[src/cbd_pkg.sv]
`default_nettype none

package cbd_pkg;

    // Decoder phases, one-hot.
    typedef enum logic [6:0] {
        PH_LINE_START  = 7'b0000001,
        PH_LINE_DIGITS = 7'b0000010,
        PH_LINE_REST   = 7'b0000100,
        PH_PAYLOAD     = 7'b0001000,
        PH_AFTER_DATA  = 7'b0010000,
        PH_AFTER_CR    = 7'b0100000,
        PH_DONE        = 7'b1000000
    } phase_t;

    // Closing status codes.
    localparam logic [2:0] ST_NONE     = 3'd0;
    localparam logic [2:0] ST_ZERO     = 3'd1;
    localparam logic [2:0] ST_CLEAN    = 3'd2;
    localparam logic [2:0] ST_BAD_LINE = 3'd3;
    localparam logic [2:0] ST_OVERFLOW = 3'd4;
    localparam logic [2:0] ST_TRUNC    = 3'd5;

    // Size line fault codes.
    localparam logic [1:0] FAULT_NONE     = 2'd0;
    localparam logic [1:0] FAULT_NO_DIGIT = 2'd1;
    localparam logic [1:0] FAULT_OVERFLOW = 2'd2;

    // Line terminator characters.
    localparam logic [7:0] CH_CR = 8'h0D;
    localparam logic [7:0] CH_LF = 8'h0A;

    // One result transfer.
    typedef struct packed {
        logic [7:0]  out_byte;
        logic        out_valid;
        logic [2:0]  end_status;
        logic [31:0] partial_count;
        logic        last;
    } result_t;

    // Hex digit decode: bit 4 flags a digit, bits 3:0 give its value.
    function automatic logic [4:0] hex_decode(input logic [7:0] c);
        logic [4:0] r;
        r = 5'd0;
        if (c >= 8'h30 && c <= 8'h39)
        begin
            r = {1'b1, 4'(c - 8'h30)};
        end
        else if (c >= 8'h61 && c <= 8'h66)
        begin
            r = {1'b1, 4'(c - 8'h57)};
        end
        else if (c >= 8'h41 && c <= 8'h46)
        begin
            r = {1'b1, 4'(c - 8'h37)};
        end
        return r;
    endfunction

endpackage

`default_nettype wire

[src/chunked_body_decoder.sv]
// Chunked body decoder. Body bytes enter on the input channel, one per transfer,
// and chunk payload bytes leave on the result channel as they arrive. A new byte
// is taken in every cycle: the size-line parser and the chunk counters are
// combinational, and each result goes into an output register backed by one skid
// entry, so in_stall rises only when both hold results that the consumer has not
// taken. Each byte reaches the result port via the output register or skid entry. The
// transfer with last set closes each body; its end_status says how the body
// ended, and for a chunk cut short by the end of the body (status 5) the
// partial_count gives how many of that chunk's bytes were already sent, so the
// consumer can trim them. Chunk sizes wider than SIZE_BITS stop the output.
`default_nettype none

module chunked_body_decoder #(
    parameter int SIZE_BITS = 32
) (
    input  wire logic        clk,
    input  wire logic        rst_n,
    input  wire logic        in_valid,
    output logic             in_stall,
    input  wire logic [7:0]  byte_value,
    input  wire logic        byte_present,
    input  wire logic        end_of_body,
    output logic             res_valid,
    input  wire logic        res_stall,
    output logic [7:0]       out_byte,
    output logic             out_valid,
    output logic [2:0]       end_status,
    output logic [31:0]      partial_count,
    output logic             last
);
    import cbd_pkg::*;

    // Decoder state.
    phase_t               phase_reg, phase_next;
    logic [SIZE_BITS-1:0] chunk_reg, chunk_next;
    logic [SIZE_BITS-1:0] left_reg, left_next;
    logic                 cr_reg, cr_next;
    logic [1:0]           fault_reg, fault_next;

    // Result buffering.
    logic    out_vld_reg, out_vld_next;
    result_t out_data_reg, out_data_next;
    logic    skid_vld_reg, skid_vld_next;
    result_t skid_data_reg, skid_data_next;

    // Per-byte signals.
    logic                 accept;
    logic                 emit;
    logic                 do_line;
    logic [2:0]           status;
    logic [4:0]           hex;
    logic                 new_res;
    result_t              new_data;
    logic [SIZE_BITS-1:0] left_dec;
    logic [SIZE_BITS-1:0] diff;
    logic [63:0]          diff_ext;
    logic                 take;

    assign accept   = in_valid && !in_stall;
    assign hex      = hex_decode(byte_value);
    assign left_dec = left_reg - SIZE_BITS'(1);
    assign take     = out_vld_reg && !res_stall;

    // Byte decode: payload counting and size-line parsing.
    always_comb
    begin
        phase_next = phase_reg;
        chunk_next = chunk_reg;
        left_next  = left_reg;
        cr_next    = cr_reg;
        fault_next = fault_reg;
        emit       = 1'b0;
        do_line    = 1'b0;
        status     = ST_NONE;

        // Count a payload byte, or move into the line state that this byte is parsed from.
        if (byte_present)
        begin
            case (phase_reg)
                PH_PAYLOAD:
                begin
                    emit      = 1'b1;
                    left_next = (left_reg != '0) ? left_dec : left_reg;
                    if (left_reg == '0 || left_dec == '0)
                    begin
                        phase_next = PH_AFTER_DATA;
                    end
                end
                PH_AFTER_DATA:
                begin
                    if (byte_value == CH_CR)
                    begin
                        phase_next = PH_AFTER_CR;
                    end
                    else
                    begin
                        phase_next = PH_LINE_START;
                        chunk_next = '0;
                        cr_next    = 1'b0;
                        fault_next = FAULT_NONE;
                        do_line    = 1'b1;
                    end
                end
                PH_AFTER_CR:
                begin
                    // A lone CR opens the next size line without a digit.
                    phase_next = (byte_value == CH_LF) ? PH_LINE_START : PH_LINE_REST;
                    chunk_next = '0;
                    cr_next    = (byte_value != CH_LF);
                    fault_next = (byte_value == CH_LF) ? FAULT_NONE : FAULT_NO_DIGIT;
                    do_line    = (byte_value != CH_LF);
                end
                PH_LINE_START, PH_LINE_DIGITS, PH_LINE_REST:
                begin
                    do_line = 1'b1;
                end
                default:
                begin
                end
            endcase
        end

        // One size-line character.
        if (do_line)
        begin
            if (cr_next && byte_value == CH_LF)
            begin
                cr_next = 1'b0;
                if (fault_next == FAULT_NO_DIGIT)
                begin
                    phase_next = PH_DONE;
                    status     = ST_BAD_LINE;
                end
                else if (fault_next == FAULT_OVERFLOW)
                begin
                    phase_next = PH_DONE;
                    status     = ST_OVERFLOW;
                end
                else if (chunk_next == '0)
                begin
                    phase_next = PH_DONE;
                    status     = ST_ZERO;
                end
                else
                begin
                    left_next  = chunk_next;
                    phase_next = PH_PAYLOAD;
                end
            end
            else
            begin
                cr_next = (byte_value == CH_CR);
                if (phase_next == PH_LINE_START)
                begin
                    if (hex[4])
                    begin
                        chunk_next = SIZE_BITS'(hex[3:0]);
                        phase_next = PH_LINE_DIGITS;
                    end
                    else
                    begin
                        fault_next = FAULT_NO_DIGIT;
                        phase_next = PH_LINE_REST;
                    end
                end
                else if (phase_next == PH_LINE_DIGITS)
                begin
                    if (hex[4])
                    begin
                        if (fault_next == FAULT_NONE)
                        begin
                            // Shifting in a digit overflows when the top nibble is set.
                            if (chunk_next[SIZE_BITS-1 -: 4] != 4'd0)
                            begin
                                fault_next = FAULT_OVERFLOW;
                            end
                            else
                            begin
                                chunk_next = {chunk_next[SIZE_BITS-5:0], hex[3:0]};
                            end
                        end
                    end
                    else
                    begin
                        phase_next = PH_LINE_REST;
                    end
                end
            end
        end
    end

    // Bytes of the current chunk already sent.
    assign diff     = chunk_next - left_next;
    assign diff_ext = 64'(diff);

    // Result of this byte, including the closing result at the end of a body.
    always_comb
    begin
        new_res  = 1'b0;
        new_data = '0;
        if (status != ST_NONE)
        begin
            new_res             = 1'b1;
            new_data.end_status = status;
            new_data.last       = 1'b1;
        end
        else if (end_of_body)
        begin
            new_res                = (phase_reg != PH_DONE);
            new_data.out_byte      = emit ? byte_value : 8'd0;
            new_data.out_valid     = emit;
            new_data.last          = 1'b1;
            if (phase_next == PH_PAYLOAD && left_next != '0)
            begin
                new_data.end_status    = ST_TRUNC;
                new_data.partial_count = diff_ext[31:0];
            end
            else
            begin
                new_data.end_status = ST_CLEAN;
            end
        end
        else if (emit)
        begin
            new_res            = 1'b1;
            new_data.out_byte  = byte_value;
            new_data.out_valid = 1'b1;
        end
    end

    // Decoder state registers.
    always_ff @(posedge clk or negedge rst_n)
    begin
        if (!rst_n)
        begin
            phase_reg <= PH_LINE_START;
            chunk_reg <= '0;
            left_reg  <= '0;
            cr_reg    <= 1'b0;
            fault_reg <= FAULT_NONE;
        end
        else if (accept)
        begin
            if (end_of_body)
            begin
                phase_reg <= PH_LINE_START;
                chunk_reg <= '0;
                left_reg  <= '0;
                cr_reg    <= 1'b0;
                fault_reg <= FAULT_NONE;
            end
            else
            begin
                phase_reg <= phase_next;
                chunk_reg <= chunk_next;
                left_reg  <= left_next;
                cr_reg    <= cr_next;
                fault_reg <= fault_next;
            end
        end
    end

    // Output register and skid entry: the skid entry drains first.
    always_comb
    begin
        out_vld_next   = out_vld_reg;
        out_data_next  = out_data_reg;
        skid_vld_next  = skid_vld_reg;
        skid_data_next = skid_data_reg;
        if (skid_vld_reg)
        begin
            if (take)
            begin
                out_data_next = skid_data_reg;
                skid_vld_next = 1'b0;
            end
        end
        else if (accept && new_res)
        begin
            if (!out_vld_reg || take)
            begin
                out_vld_next  = 1'b1;
                out_data_next = new_data;
            end
            else
            begin
                skid_vld_next  = 1'b1;
                skid_data_next = new_data;
            end
        end
        else if (take)
        begin
            out_vld_next = 1'b0;
        end
    end

    always_ff @(posedge clk or negedge rst_n)
    begin
        if (!rst_n)
        begin
            out_vld_reg  <= 1'b0;
            skid_vld_reg <= 1'b0;
        end
        else
        begin
            out_vld_reg  <= out_vld_next;
            skid_vld_reg <= skid_vld_next;
        end
    end

    always_ff @(posedge clk)
    begin
        out_data_reg  <= out_data_next;
        skid_data_reg <= skid_data_next;
    end

    // Ports.
    assign in_stall      = skid_vld_reg;
    assign res_valid     = out_vld_reg;
    assign out_byte      = out_data_reg.out_byte;
    assign out_valid     = out_data_reg.out_valid;
    assign end_status    = out_data_reg.end_status;
    assign partial_count = out_data_reg.partial_count;
    assign last          = out_data_reg.last;

endmodule

`default_nettype wire

[config.mk]
export PLATFORM = sky130hd
export DESIGN_NAME = chunked_body_decoder
export DESIGN_NICKNAME = d
export VERILOG_FILES = /design/src/cbd_pkg.sv /design/src/chunked_body_decoder.sv
export SDC_FILE = /design/constraint.sdc
export NUM_CORES = 1
export LEC_CHECK = 0
export BUFFER_PORTS_ARGS = -buffer_cell sky130_fd_sc_hd__buf_2
export CELL_PAD_IN_SITES_DETAIL_PLACEMENT = 1
export CELL_PAD_IN_SITES_GLOBAL_PLACEMENT = 1
export CORE_AREA = 2 2 161 163
export DETAILED_ROUTE_END_ITERATION = 7
export DIE_AREA = 0 0 163 165
export GPL_ROUTABILITY_DRIVEN = 0
export PLACE_DENSITY_LB_ADDON = 0.3
export SYNTH_ARGS = -nofsm -noshare
export SYNTH_HDL_FRONTEND = slang
export SYNTH_SLANG_ARGS = --single-unit
[constraint.sdc]
create_clock -name clk -period 12.8 [get_ports clk]
set_input_delay 2.56 -clock clk [delete_from_list [all_inputs] [get_ports clk]]
set_output_delay 2.56 -clock clk [all_outputs]
set_load 0.05 [all_outputs]
==> summary.md <==
| Metric | Value |
|---|---|
| Most numerous cell in the Yosys netlist | nand2_1 |
| Later-pin clock latency in the skew report | 450 ps |
| Type of origin of the critical path | input pin |
| RSZ-0062 raised after global routing | false |
| Most frequent cells after synthesis | nand2_1, nor2_1, edfxtp_1, dfrtp_1, o21ai_0 |
| Post-layout util | 48.86% |
| Status | finished, final reports clean |
| Clock transition at path regs | around 80 ps |
| Achievable frequency | 119.9 MHz |
| Synth Warn # | 0 |
| Synth Flop Type | edfxtp_1 |
| Synth Cell Area | 11170 sq um |
| Cells after DPL | 1544 |
| Area leader, netlist | edfxtp_1 |
| Setup TNS | 0 ps |
| Number of port buffers | 60 |
| TritonCTS clock tree | built |
| Syn Nets | between 1000 and 1500 |
| Global-route wire length before repair | ~57 mm |
| Final min period | 8337 ps |
| Max cap viols | 0 |
| Endpoints failing hold | 0 |
| Post-Layout Cell Count | 1576 |
| Reg-to-reg setup timing slack | a little over 6000 ps |
| Reg-to-reg startpoint | phase_reg[6] |
| Share of post-route cells with drive strength above 1 | about an eighth |
| Hold WS | approximately 530 ps |
| Routed len/inst | 23.08 um |
| Most Frequent Cell on Critical Path | a21oi_1 |
| Hold path depth | 2 |
| Final ANT Viol Nets | 0 |
| Critical path required time | 12970 ps |
| Num rows | 58 |
| DRT Pass-1 Iters | 5 |
| Nets | 1291 |
| Worst Setup End Kind | flip-flop |
| CTS Root Cell | clkbuf_16 |
| P&R area growth vs syn | 9.461% |
| Mapped Avg Cell Area | 9.159 sq um |
| Highest net fanout along the worst path | 28 |
| Min-delay worst type | flip-flop to flip-flop |
| Total global-route track usage | 27.67% |
| Endpoint, Worst Hold | partial_count[31] |
| Fin crit share | 65.13% |
| Via count | 9913 |
| H-tree levels | 4 |
| CTS resizes | 0 |
| Max-slew headroom | a little over a fifth |
| Flops & latches, synth | 166 |
| Setup-failing EPs final | 0 |
| Instance count of the mapped netlist | 1220 |
| Cell family with most CP delay | compound AO/OA/AOI/OAI gates |
| Die Ht | 165 um |
| Slowest cell delay on critical path | about 900 ps |
| R2R depth | 22 |
| Reg-to-reg endpoint | partial_count[30] |
| WS Path Type | input pin to flip-flop |
| Hold buffers post-CTS | 0 |
| Clock Sinks | 166 |
| Initial antenna violation count | 0 |
| Number of CTS-inserted buffers | 17 |
| Async set-reset flop share out of synthesis | 45.78% |
| Final HPWL DP | 25.81 mm |
| Hold Crit Start | skid_data_reg[32] |
| Starting Density | around 45% |
| Core Area | 25040 sq um |
| Sequential cell area fraction in the yosys report | 41.22% |
| Cell variety after synth | around 90 |
| CP arrival | 8500 ps |
| Synth area leaders | edfxtp_1, dfrtp_1, nand2_1, ha_1, nor2_1 |
| Total congestion overflow | 0 |
| Crit-path slowest cell | a2111oi_0 |
| Pin count of the biggest net entering global routing | 75 |
| Setup bufs post-CTS | 0 |
| Number of synthesized flops with an enable pin | 90 |
| IO Pins | 61 |
| Max reg flops | 45 |
| Initial DRC count | about 740 |
| DRC | 0 |
| Number of global-route vias before repair | 10160 |
| Worst Skew | 14.68 ps |
| WL final | 36.38 mm |
| Measured slew at the worst slew-check pin | 1175 ps |
| Bufs on Longest Clock Path | 2 |
| Diodes inserted | 0 |
| Buf+Inv Stages, Crit Path | 3 |
| CP Cell Sequence | buf_2 > inv_1 > ha_1 > nor4b_4 > and2_1 > a2111oi_0 > or3_1 > or2_2 > a21oi_1 > nand2_1 > buf_4 > nor2_1 > a21oi_1 > ha_1 > nor2b_1 > o31ai_1 > a21oi_1 > nor4b_1 > o31ai_1 > o41ai_1 > o21bai_1 > a21oi_1 > xor2_1 > o31ai_1 |
| DIE AREA | 26900 sq um |
| Max-slew violations | 0 |
| Vias/cell | between 6 and 7 |
| Top cell type's share of synthesized area | 24.19% |
| Die Width | 163 um |
-- stage by stage --
step / instance area [sq um] / setup WS, ps
floorplan: 11170 / 5233
global route: 12230 / 4095
finish: 12230 / 4463
global placement: 11650 / 4483
detailed placement: 11650 / 4241
CTS: 12230 / 4556
-- routing by layer --
layer	up-vias	track usage (%)	wire, um
li1	4594	-	-
met1	4946	34.69	15440
met2	291	48.15	18140
met3	82	3.466	1474
met4	0	11.83	1323
met5	-	0	0
-- tightest hold or removal path: cells and delay by family (launching register included) --
kind / cells / cell delay, ps
compound gates: 1 / 60
simple gates: 1 / 50
flops: 1 / 320
-- cells by family (layout without fill, tap and decap cells) --
| group | after synthesis | after routing | share of synthesized area (%) |
|---|---|---|---|
| simple gates | 487 | 487 | 21.50 |
| flops | 166 | 166 | 41.22 |
| mux | 12 | 12 | 1.165 |
| fa+ha+maj | 45 | 45 | 5.083 |
| compound gates | 352 | 352 | 22.54 |
| buf+inv | 103 | 129 | 4.188 |
| xor+xnor | 55 | 55 | 4.311 |
-- how the worst max path moves through the flow --
stage,from,end,cells past startpoint
CTS,byte_value[0],partial_count[30],24
detailed placement,byte_value[0],partial_count[30],24
global placement,byte_value[0],partial_count[30],24
finish,byte_value[0],partial_count[30],24
global route,byte_value[0],partial_count[30],24
floorplan,byte_present,partial_count[30],22
-- placed cells by master (no fill, tap or decap), types with 19 or more instances in the layout --
| master | n |
|---|---|
| o31ai_1 | 30 |
| edfxtp_1 | 90 |
| xnor2_1 | 33 |
| a22o_1 | 33 |
| o21ai_0 | 75 |
| xor2_1 | 22 |
| nor3_1 | 37 |
| buf_2 | 59 |
| dfrtp_1 | 74 |
| nand2_1 | 144 |
| ha_1 | 43 |
| inv_1 | 19 |
| nor2_1 | 137 |
| a22oi_1 | 26 |
| nor4_1 | 27 |
| a21oi_1 | 42 |
| nand3_1 | 21 |
| a31oi_1 | 32 |
-- area by class of cell --
type | count | area, sq um
clock buffer | 17 | 425.4
clock inverter | 15 | 160.2
fill | 2893 | 12800
inverter | 21 | 78.83
multi-input combinational | 951 | 6125
sequential | 166 | 4607
tap | 330 | 412.9
timing repair buffer | 76 | 422.9
Power is not shown: default switching activity piles up to over one toggle a cycle in this logic, so the estimate is an artifact.
